--- config.mk ---
export PLATFORM = sky130hd
export DESIGN_NAME = pn_early_late_generator_unit
export DESIGN_NICKNAME = d
export VERILOG_FILES = /design/src/pnelg_pkg.sv /design/src/pnelg_line_cell.sv /design/src/pnelg_lfsr.sv /design/src/pn_early_late_generator_unit.sv
export SDC_FILE = /design/constraint.sdc
export NUM_CORES = 1
export LEC_CHECK = 0
export ABC_AREA = 1
export BUFFER_PORTS_ARGS = -buffer_cell sky130_fd_sc_hd__buf_2
export CORE_AREA = 2 2 136 138
export DETAILED_ROUTE_END_ITERATION = 7
export DIE_AREA = 0 0 138 140
export GPL_TIMING_DRIVEN = 0
export PLACE_DENSITY = 0.71
export SLEW_MARGIN = 5
export SYNTH_ARGS = -nofsm -noshare
export SYNTH_HDL_FRONTEND = slang
export SYNTH_SLANG_ARGS = --single-unit
export TNS_END_PERCENT = 1
--- constraint.sdc ---
create_clock -name clk -period 3.12 [get_ports clk]
set_input_delay 0 -clock clk [delete_from_list [all_inputs] [get_ports clk]]
set_output_delay 0 -clock clk [all_outputs]
set_load 0.02 [all_outputs]
--- src/pnelg_pkg.sv ---
// Package for the PN early/late generator: register indexes, reset values,
// widths and the control word shared by the delay line cells. No dependencies.
package pnelg_pkg;

  localparam int LINE_DEPTH_DEF = 64;   // default number of delay line cells
  localparam int MAX_DELAY      = 32;   // upper bound on the tap spacing
  localparam int MAX_LENGTH     = 32;   // upper bound on the LFSR length
  localparam int LEN_LIM        = (MAX_LENGTH < 32) ? MAX_LENGTH : 32;

  localparam int CFG_W   = 32;          // widest register
  localparam int IDX_W   = 3;           // register index width
  localparam int SMALL_W = 6;           // delay and length register width
  localparam int LEVEL_W = 16;
  localparam int LFSR_W  = 33;
  localparam int POS_W   = 7;           // holds any line position up to 2*MAX_DELAY

  typedef enum logic [IDX_W-1:0] {
    REG_DELAY  = 3'd0,
    REG_LENGTH = 3'd1,
    REG_SEED   = 3'd2,
    REG_TAPS   = 3'd3,
    REG_HIGH   = 3'd4,
    REG_LOW    = 3'd5
  } reg_index_t;

  localparam logic [SMALL_W-1:0] DELAY_RST  = 6'd4;
  localparam logic [SMALL_W-1:0] LENGTH_RST = 6'd7;
  localparam logic [31:0]        SEED_RST   = 32'd12;
  localparam logic [31:0]        TAPS_RST   = 32'd0;
  localparam logic signed [LEVEL_W-1:0] HIGH_RST = 16'sd16384;
  localparam logic signed [LEVEL_W-1:0] LOW_RST  = -16'sd16384;

  // Control word broadcast to every delay line cell
  typedef struct packed {
    logic             advance;   // a word is accepted this cycle
    logic [POS_W-1:0] total;     // active line length, 2*delay
    logic [POS_W-1:0] ref_pos;   // delay-1
    logic [POS_W-1:0] late_pos;  // 2*delay-1
  } line_ctrl_t;

endpackage

--- src/pnelg_line_cell.sv ---
// One cell of the early/late delay line: holds a single PN bit and flags
// whether it sits on the reference or late tap. Depends on pnelg_pkg.
module pnelg_line_cell #(
  parameter int INDEX = 0
) (
  input  logic                  clk,
  input  logic                  rst,
  input  pnelg_pkg::line_ctrl_t ctrl,
  input  logic                  shift_in,
  output logic                  stored,
  output logic                  ref_hit,
  output logic                  late_hit
);
  import pnelg_pkg::*;

  localparam logic [POS_W-1:0] POS = POS_W'(INDEX);

  // cells past the active length hold their value
  always_ff @(posedge clk) begin
    if (rst) begin
      stored <= 1'b0;
    end else if (ctrl.advance && (POS < ctrl.total)) begin
      stored <= shift_in;
    end
  end

  assign ref_hit  = stored && (POS == ctrl.ref_pos);
  assign late_hit = stored && (POS == ctrl.late_pos);

endmodule

--- src/pnelg_lfsr.sv ---
// Fibonacci LFSR with rising-edge detection on the sampled clock level.
// Depends on pnelg_pkg.
module pnelg_lfsr (
  input  logic                          clk,
  input  logic                          rst,
  input  logic                          advance,
  input  logic                          clock_level,
  input  logic [pnelg_pkg::SMALL_W-1:0] length,
  input  logic [31:0]                   tap_mask,
  input  logic                          seed_load,
  input  logic [31:0]                   seed,
  output logic                          rise,
  output logic                          pn_bit
);
  import pnelg_pkg::*;

  logic [LFSR_W-1:0] lfsr;
  logic [LFSR_W-1:0] lfsr_next;
  logic              previous_clock;
  logic [31:0]       len_mask;
  logic              parity;

  always_comb begin
    for (int i = 0; i < 32; i++) begin
      len_mask[i] = (SMALL_W'(i) < length);
    end
  end

  assign parity    = ^(lfsr[31:0] & tap_mask & len_mask);
  assign lfsr_next = {lfsr[31:0], parity};
  assign rise      = !previous_clock && clock_level;
  assign pn_bit    = lfsr_next[length];

  always_ff @(posedge clk) begin
    if (rst) begin
      lfsr           <= {1'b0, SEED_RST};
      previous_clock <= 1'b0;
    end else begin
      if (seed_load) begin
        lfsr <= {1'b0, seed};
      end else if (advance && rise) begin
        lfsr <= lfsr_next;
      end
      if (advance) begin
        previous_clock <= clock_level;
      end
    end
  end

endmodule

--- src/pn_early_late_generator_unit.sv ---
// PN early/late generator, top level: configuration registers, LFSR and a
// row of delay line cells. Depends on pnelg_pkg, pnelg_lfsr, pnelg_line_cell.
// Each word out is registered and appears in the cycle after its clock sample word is accepted.
// Throughput: one word per cycle while the output is not stalled; the cells and the LFSR update in one step.
// Reset: registers take their default values, the LFSR loads the default
// seed, the previous clock sample and every delay line cell clear to zero.
module pn_early_late_generator_unit #(
  parameter int LINE_DEPTH = pnelg_pkg::LINE_DEPTH_DEF
) (
  input  logic                               clk,
  input  logic                               rst,
  // sample input
  input  logic                               in_valid,
  output logic                               in_ready,
  input  logic                               clock_level,
  // early / reference / late output
  output logic                               out_valid,
  input  logic                               out_ready,
  output logic signed [pnelg_pkg::LEVEL_W-1:0] early_out,
  output logic signed [pnelg_pkg::LEVEL_W-1:0] reference_out,
  output logic signed [pnelg_pkg::LEVEL_W-1:0] late_out,
  // configuration writes
  input  logic                               cfg_write,
  input  logic [pnelg_pkg::IDX_W-1:0]        cfg_index,
  input  logic [pnelg_pkg::CFG_W-1:0]        cfg_data
);
  import pnelg_pkg::*;

  // tap spacing bound: the line must hold two spacings
  localparam int DELAY_LIM = (MAX_DELAY < LINE_DEPTH / 2) ? MAX_DELAY : LINE_DEPTH / 2;

  // configuration registers; the seed lives only in the LFSR itself
  logic [SMALL_W-1:0]        delay_each_way;
  logic [SMALL_W-1:0]        register_length;
  logic [31:0]               tap_mask;
  logic signed [LEVEL_W-1:0] high_level;
  logic signed [LEVEL_W-1:0] low_level;

  logic                      accept;
  logic                      seed_load;
  logic [SMALL_W-1:0]        active_delay;
  logic [SMALL_W-1:0]        active_length;
  logic                      rise;
  logic                      pn_bit;
  logic                      head;
  line_ctrl_t                ctrl;
  logic [LINE_DEPTH-1:0]     stored;
  logic [LINE_DEPTH-1:0]     ref_hits;
  logic [LINE_DEPTH-1:0]     late_hits;

  always_ff @(posedge clk) begin
    if (rst) begin
      delay_each_way  <= DELAY_RST;
      register_length <= LENGTH_RST;
      tap_mask        <= TAPS_RST;
      high_level      <= HIGH_RST;
      low_level       <= LOW_RST;
    end else if (cfg_write) begin
      unique case (cfg_index)
        REG_DELAY:  delay_each_way  <= cfg_data[SMALL_W-1:0];
        REG_LENGTH: register_length <= cfg_data[SMALL_W-1:0];
        REG_SEED:   ;  // loaded straight into the LFSR
        REG_TAPS:   tap_mask        <= cfg_data;
        REG_HIGH:   high_level      <= cfg_data[LEVEL_W-1:0];
        REG_LOW:    low_level       <= cfg_data[LEVEL_W-1:0];
        default:    ;  // unused indexes: drop the write
      endcase
    end
  end

  // a seed write also reloads the shift register at once
  assign seed_load = cfg_write && (cfg_index == REG_SEED);

  // clamp delay to 1..DELAY_LIM and length to LEN_LIM
  always_comb begin
    priority if (delay_each_way == '0) begin
      active_delay = SMALL_W'(1);
    end else if (delay_each_way > SMALL_W'(DELAY_LIM)) begin
      active_delay = SMALL_W'(DELAY_LIM);
    end else begin
      active_delay = delay_each_way;
    end
    if (register_length > SMALL_W'(LEN_LIM)) begin
      active_length = SMALL_W'(LEN_LIM);
    end else begin
      active_length = register_length;
    end
  end

  // Single output stage: take a new sample whenever the held word is gone
  // or leaves this cycle. The cells only move on an accepted sample, so the
  // taps hold steady while the output stalls.
  assign in_ready = !out_valid || out_ready;
  assign accept   = in_valid && in_ready;

  always_ff @(posedge clk) begin
    if (rst) begin
      out_valid <= 1'b0;
    end else if (accept) begin
      out_valid <= 1'b1;
    end else if (out_ready) begin
      out_valid <= 1'b0;
    end
  end

  pnelg_lfsr u_lfsr (
    .clk         (clk),
    .rst         (rst),
    .advance     (accept),
    .clock_level (clock_level),
    .length      (active_length),
    .tap_mask    (tap_mask),
    .seed_load   (seed_load),
    .seed        (cfg_data),
    .rise        (rise),
    .pn_bit      (pn_bit)
  );

  // head of the line: new PN bit on a rising edge, otherwise hold
  assign head = rise ? pn_bit : stored[0];

  always_comb begin
    ctrl.advance  = accept;
    ctrl.total    = {active_delay, 1'b0};
    ctrl.ref_pos  = POS_W'(active_delay) - POS_W'(1);
    ctrl.late_pos = {active_delay, 1'b0} - POS_W'(1);
  end

  // row of cells, each active cell handing its bit to the next on every accepted sample
  for (genvar g = 0; g < LINE_DEPTH; g++) begin : g_cell
    logic shift_in;
    if (g == 0) begin : g_head
      assign shift_in = head;
    end else begin : g_link
      assign shift_in = stored[g-1];
    end
    pnelg_line_cell #(
      .INDEX (g)
    ) u_cell (
      .clk      (clk),
      .rst      (rst),
      .ctrl     (ctrl),
      .shift_in (shift_in),
      .stored   (stored[g]),
      .ref_hit  (ref_hits[g]),
      .late_hit (late_hits[g])
    );
  end

  // map the three taps to levels
  assign early_out     = stored[0]   ? high_level : low_level;
  assign reference_out = |ref_hits  ? high_level : low_level;
  assign late_out      = |late_hits ? high_level : low_level;

  // an accepted sample always yields a word in the next cycle
  a_accept_gives_word: assert property (@(posedge clk) disable iff (rst)
    accept |=> out_valid)
    else $error("accepted sample produced no output word");

  // on a rising edge the early tap shows the fresh PN bit
  a_edge_loads_head: assert property (@(posedge clk) disable iff (rst)
    (accept && rise && !seed_load) |=> (stored[0] == $past(pn_bit)))
    else $error("early tap did not take the new PN bit");

  // without an edge the head of the line holds
  a_head_holds: assert property (@(posedge clk) disable iff (rst)
    (accept && !rise) |=> $stable(stored[0]))
    else $error("head of delay line changed without a clock edge");

  // the reference and late taps never select more than one cell each
  a_single_tap: assert property (@(posedge clk) disable iff (rst)
    $onehot0(ref_hits) && $onehot0(late_hits))
    else $error("tap selects more than one delay line cell");

endmodule
==> results.json, run 1 <==
{
  "insertion_delay_ns": 0.44,
  "ir_worst_vdd_uv": 392,
  "r2r_slack_ns": 0.31,
  "clock-sinks": 174,
  "grt_overflow": 0,
  "timing.final.max_slew_violations": 0,
  "synth_cell_type_count": 45,
  "drt_wl_total_mm": 31.5,
  "drt_iter0_drc": 862,
  "hold_path.class": "in2reg",
  "num_rows": 49,
  "drtAntennaViolNets": 0,
  "core_region_area_um2": 17800,
  "fin_setup_tns_ns": -9.72,
  "ctsLongestPathBuffers": 2,
  "synthesis.area_um2": 9610,
  "grt_pass1_vias": 10100,
  "grt_pass1_wl_mm": 50.7,
  "worst_slew_pin_slew_ns": 0.800,
  "power_density_nw_per_um2": 490,
  "nFillCells": 1612,
  "holdWs_ns": -0.00519,
  "gp_congestion": 0.957,
  "async_flop_share_pct": 0,
  "cpPeakStageDelay_ns": 0.43,
  "relSlewSlack_pct": 46.3,
  "final_cell_area_um2": 12000,
  "viasPerCell": 5.63,
  "cts_root_buf": "clkbuf_16",
  "start_util_pct": 54.1,
  "hpwl_mm": 22.3,
  "area_delta_synth_final_pct": 25.3,
  "antennaDiodeCount": 0,
  "rsz0062_at_grt": "true",
  "critPathLaunchType": "register",
  "yosysWarningCount": 0,
  "arrival_ns": 3.51,
  "violations": "negative hold slack, negative setup slack",
  "power_mw": 5.90,
  "cts-htree-levels": 4,
  "crit_required_ns": 3.12,
  "dieArea_um2": 19300,
  "wl_per_cell_um": 16.8,
  "synth-edff-count": 0,
  "grt_max_degree": 17,
  "fin_ws_ns": -0.394,
  "hold_viol": 1,
  "track_usage_pct": 32.3,
  "criticalPathCategory": "reg2out",
  "drive_gt1_share_pct": 17.2,
  "post-route-period-util_pct": 113,
  "vias": 10600,
  "cpMaxStageDelayCell": "o21ai_4",
  "cts.clk_slew.worst_paths_ns": 0.07,
  "netlist_instances": 1456,
  "yosysSeqAreaShare_pct": 36.2,
  "fin_worst_skew_ns": 0.00699,
  "ys_seq_elements": 174,
  "period_minus_slack_ns": 3.51,
  "numPortBuffers": 89,
  "synth_area_per_cell_um2": 6.60,
  "drtPass1Iterations": 5,
  "syn-num-nets": 1503,
  "crit_top_cell": "nor2_4",
  "final_nets": 1683,
  "synth_top_flop_cell": "dfxtp_1",
  "drc": 0,
  "fmax_ghz": 0.285,
  "ios": 91,
  "setup_viol": 32,
  "die_h_um": 140,
  "cts_made_buffers": 17,
  "crit_path_end_kind": "primary output",
  "cts_tree": "yes",
  "dpl_worst_slack_ns": -0.621,
  "drv_cap": 0,
  "worst-path-max-fanout": 8,
  "total_leakage_power_nw": 5.15,
  "grt_antenna_before_repair": 1,
  "critical_path.cell_chain": "nor2_4 > nand4_4 > a21oi_4 > inv_2 > buf_8 > ha_4 > inv_4 > nor2_4 > nor2_4 > inv_4 > nor2_4 > nand3_2 > o211ai_1 > o31ai_2 > o21ai_4 > buf_6 > nand2_2 > o21ai_2 > buf_6",
  "place_area_um2": 10300,
  "die_x_um": 138,
  "outcome": "finished with violations"
}
## placed cells by master (no fill, tap or decap), drive strengths merged, types with 26 or more instances in the layout
cell type / count
a21oi: 110
inv: 213
nand3: 108
dfxtp: 174
o21ai: 225
clkbuf: 68
nor2: 191
buf: 141
nand2: 254
dlygate4sd3: 37
a221oi: 26
## final timing paths
path,from,endpoint,depth (start not counted)
setup / recovery,delay_each_way[0]$_SDFFE_PP0P_,late_out[4],19
hold / removal,cfg_index[2],delay_each_way[5]$_SDFFE_PP0P_,5
setup reg to reg,out_valid$_SDFFE_PP0P_,u_lfsr.lfsr[31]$_SDFFE_PP0P_,11
hold reg to reg,g_cell[42].u_cell.stored$_SDFFE_PP0P_,g_cell[42].u_cell.stored$_SDFFE_PP0P_,2
## critical path: cells and delay by family (launching register included)
kind | cells | cell delay (ns)
buffers and inverters | 6 | 0.73
flip-flops | 1 | 0.34
adder cells (fa/ha/maj) | 1 | 0.16
AND/OR/NAND/NOR | 7 | 0.88
AO/OA/AOI/OAI | 5 | 0.93
## cell type report
class,count,area [µm²],share of cell area [%]
clock inverter,13,199,1.65
tap,229,287,2.38
inverter,210,808,6.71
multi-input combinational,1006,5280,43.8
clock buffer,19,443,3.68
buffer,65,337,2.79
sequential,174,3490,29.0
timing repair buffer,162,1200,9.96
## stage by stage
step | instances | hold WS, ns | utilization (%)
after detailed placement | 1774 | 0.293 | 58.2
after global placement | 1774 | 0.277 | 58.2
after CTS | 1872 | 0.000340 | 67.0
final | 1878 | -0.00519 | 67.7
after global routing | 1878 | 0.0428 | 67.7
after floorplan | 1456 | 0.122 | -
## routing by layer
| layer | wire length, µm | GRT usage [%] | vias to the layer above | part of all wire, % |
|---|---|---|---|---|
| met5 | 0 | 0 | - | 0 |
| met4 | 1390 | 15.3 | 0 | 4.4 |
| met3 | 1660 | 5.54 | 112 | 5.3 |
| met2 | 14900 | 54.8 | 357 | 47 |
| met1 | 13500 | 40.3 | 4902 | 43 |
| li1 | - | - | 5198 | - |
## state kept, by name, indices dropped and copies added (netlist names)
name / flops
register_length: 6
u_lfsr.lfsr: 32
high_level: 16
low_level: 16
g_cell.u_cell.stored: 64
delay_each_way: 6
u_lfsr.previous_clock: 1
out_valid: 1
tap_mask: 32
## cell usage after synthesis (4+ instances only)
master	count	area [µm²]
nand2_1	243	912
o21ai_0	203	1020
inv_1	199	747
nor2_1	179	672
dfxtp_1	174	3480
a21oi_1	108	541
nand3_1	107	536
clkbuf_1	50	188
a221oi_1	26	228
o21ai_2	19	166
nor3_1	18	90.1
o211ai_1	18	135
nand4_1	14	87.6
nand2_2	11	68.8
a31oi_1	8	50.1
nor2_2	7	43.8
buf_4	6	45.0
buf_6	6	67.6
ha_1	6	75.1
inv_2	6	22.5
a211oi_1	5	37.5
buf_2	4	20.0
o2111ai_1	4	35.0
## cells by family (layout without fill, tap and decap cells)
kind of cell	after synthesis	in the layout	share of synthesized area, %
AOI/OAI and AO/OA	406	406	24.2
DFF	174	174	36.2
adders and majority gates	6	6	0.781
xor gates and xnor gates	4	4	0.521
buffers and inverters	276	469	11.6
and+or+nand+nor	590	590	26.7
## power by group
group | switching, mW | total (mW) | internal (mW)
Sequential | 0.0885 | 2.43 | 2.34
Combinational | 0.714 | 1.12 | 0.408
Clock | 0.973 | 2.35 | 1.38
## repair_timing
action	in CTS	in global routing
hold buffers	37	0
hold endpoints to repair	100	0
pin swaps	17	11
endpoints found under the setup margin	32	32
cloned	3	0
buffers inserted	26	7
resized for setup	109	30
Note: power is estimated with default switching activity, not from simulation.
==> run 2, diff against run 1 <==
--- a/config.mk
+++ b/config.mk
@@ -7,11 +7,13 @@
 export LEC_CHECK = 0
 export ABC_AREA = 1
 export BUFFER_PORTS_ARGS = -buffer_cell sky130_fd_sc_hd__buf_2
-export CORE_AREA = 2 2 136 138
+export CELL_PAD_IN_SITES_DETAIL_PLACEMENT = 2
+export CELL_PAD_IN_SITES_GLOBAL_PLACEMENT = 2
+export CORE_AREA = 2 2 174 176
 export DETAILED_ROUTE_END_ITERATION = 7
-export DIE_AREA = 0 0 138 140
-export GPL_TIMING_DRIVEN = 0
-export PLACE_DENSITY = 0.71
+export DIE_AREA = 0 0 176 178
+export GPL_TIMING_DRIVEN = 1
+export PLACE_DENSITY = 0.76
 export SLEW_MARGIN = 5
 export SYNTH_ARGS = -nofsm -noshare
 export SYNTH_HDL_FRONTEND = slang
==> results.json, run 2 (same netlist as run 1, synthesis figures left out) <==
{
  "cpPeakStageDelay_ns": 0.37,
  "grt_antenna_before_repair": 2,
  "critical_path.cell_chain": "nor2_4 > nand4_4 > a21oi_4 > inv_2 > ha_4 > inv_4 > nor2_4 > nor2_4 > nor2_4 > buf_6 > nand3_1 > o211ai_1 > nor2_1 > o2111ai_2 > o311ai_4 > o21ai_4 > buf_6 > buf_16 > o21ai_2 > buf_6",
  "period_minus_slack_ns": 3.46,
  "cpMaxStageDelayCell": "dfxtp_4",
  "wl_per_cell_um": 19.7,
  "relSlewSlack_pct": 41.9,
  "layout_commonest_cell": "nand2_1",
  "cts.clk_slew.worst_paths_ns": 0.08,
  "worst_slew_pin_slew_ns": 0.863,
  "outcome": "finished with violations",
  "setup_viol": 32,
  "drt_wl_total_mm": 39.5,
  "cts_tree": "yes",
  "start_util_pct": 32.7,
  "dp_cells": 1903,
  "cts_made_buffers": 17,
  "fin_setup_tns_ns": -8.28,
  "power_mw": 5.79,
  "clock-sinks": 174,
  "hold_viol": 0,
  "vias": 10700,
  "largestRegisters": "g_cell.u_cell.stored: 64 flops, tap_mask: 32 flops, u_lfsr.lfsr: 32 flops",
  "track_usage_pct": 25.2,
  "die_h_um": 178,
  "gp_congestion": 0.881,
  "grt_max_degree": 84,
  "crit_required_ns": 3.12,
  "fin_util_pct": 41.4,
  "fin_worst_skew_ns": 0.0131,
  "timing.final.max_slew_violations": 0,
  "total_leakage_power_nw": 5.10,
  "core_region_area_um2": 29400,
  "power_density_nw_per_um2": 476,
  "die_x_um": 176,
  "cts-htree-levels": 4,
  "dieArea_um2": 31300,
  "path_buf_inv": 6,
  "ios": 91,
  "largest_register_ff_count": 64,
  "drt_iter0_drc": 430,
  "drv_cap": 0,
  "final_nets": 1644,
  "ir_worst_vdd_uv": 389,
  "arrival_ns": 3.46,
  "crit_top_cell": "nor2_4",
  "grt_pass1_vias": 11400,
  "critPathLaunchType": "register",
  "numPortBuffers": 90,
  "area_delta_synth_final_pct": 26.5,
  "post-route-period-util_pct": 111,
  "violations": "negative setup slack",
  "final_cell_mix": "nand2_1 (236), inv_1 (194), o21ai_0 (187)",
  "hpwl_mm": 27.2,
  "grt_overflow": 0,
  "drtPass1Iterations": 5,
  "max_flop_register": "g_cell.u_cell.stored",
  "ctsLongestPathBuffers": 2,
  "num_rows": 63,
  "drtAntennaViolNets": 0,
  "insertion_delay_ns": 0.46,
  "worst-path-max-fanout": 8,
  "drive_gt1_share_pct": 17.6,
  "hold_path.class": "in2reg",
  "fin_ws_ns": -0.339,
  "cp_top_family": "simple AND/OR/NAND/NOR gates",
  "fin_cells": 2000,
  "cts_root_buf": "clkbuf_16",
  "viasPerCell": 5.33,
  "grt_pass1_wl_mm": 61.7,
  "criticalPathCategory": "reg2out",
  "fmax_ghz": 0.289,
  "dpl_worst_slack_ns": -0.119,
  "antennaDiodeCount": 0,
  "crit_path_end_kind": "primary output",
  "rsz0062_at_grt": "true",
  "drc": 0
}
run 2: changes by cell type in the layout (fill, tap and decap cells not counted), sizes merged:
cell / change
buf: +6
bufinv: -4
clkbuf: -51
clkinv: +1
dlygate4sd3: +4
inv: +5
run 2: power by group:
part	internal, mW	switching (mW)	leakage (nW)
clock network	1.06	1.11	0.276
registers	2.34	0.0974	1.42
logic	0.446	0.745	3.40
total	3.85	1.95	5.10
run 2: what timing repair did:
| action | 4_1_cts | 5_1_grt |
|---|---|---|
| setup endpoints to repair | 32 | 33 |
| hold endpoints to repair | 104 | 0 |
| gates resized for setup | 95 | 33 |
| hold buffers | 41 | 0 |
| pin swaps | 12 | 15 |
| setup buffers | 13 | 9 |
| gates cloned | 3 | 0 |
run 2: worst paths after layout:
path | start | end | slack, ns | depth (start not counted)
hold / removal | cfg_write | delay_each_way[5]$_SDFFE_PP0P_ | 0.06 | 6
hold reg to reg | g_cell[44].u_cell.stored$_SDFFE_PP0P_ | g_cell[44].u_cell.stored$_SDFFE_PP0P_ | 0.45 | 2
setup / recovery | delay_each_way[0]$_SDFFE_PP0P_ | late_out[9] | -0.34 | 20
setup reg to reg | register_length[5]$_SDFFE_PP0P_ | g_cell[0].u_cell.stored$_SDFFE_PP0P_ | 0.27 | 22
run 2: worst reg2reg max path, delay by kind of cell (launching register included):
family	cells	cell delay, ns
flip-flops	1	0.56
buffers and inverters	3	0.27
AO/OA/AOI/OAI	2	0.33
AND/OR/NAND/NOR	17	1.60
run 2: cell type report:
type	instances	area [µm²]
clock buffers	17	425
clock inverters	15	143
fillers	3509	17200
inverters	210	806
multi-input cells	1006	5260
flip-flops and latches	174	3490
well taps	390	488
repair buffers	188	1550
run 2: stage by stage:
step | cell area [µm²] | hold WS, ns
2_1_floorplan | 9610 | 0.122
3_3_place_gp | 10500 | 0.282
3_5_place_dp | 10500 | 0.297
4_1_cts | 12000 | 0.0425
5_1_grt | 12200 | 0.118
6_report | 12200 | 0.0606
run 2: layer usage:
layer  vias up  GRT usage, %  routed length, µm  share of wire, %
met3        68          3.73               1060               2.7
met2       146          47.3              20800                53
li1       5093             -                  -                 -
met5         -             0                 19             0.048
met4         2          8.51               1090               2.8
met1      5356          29.1              16600                42
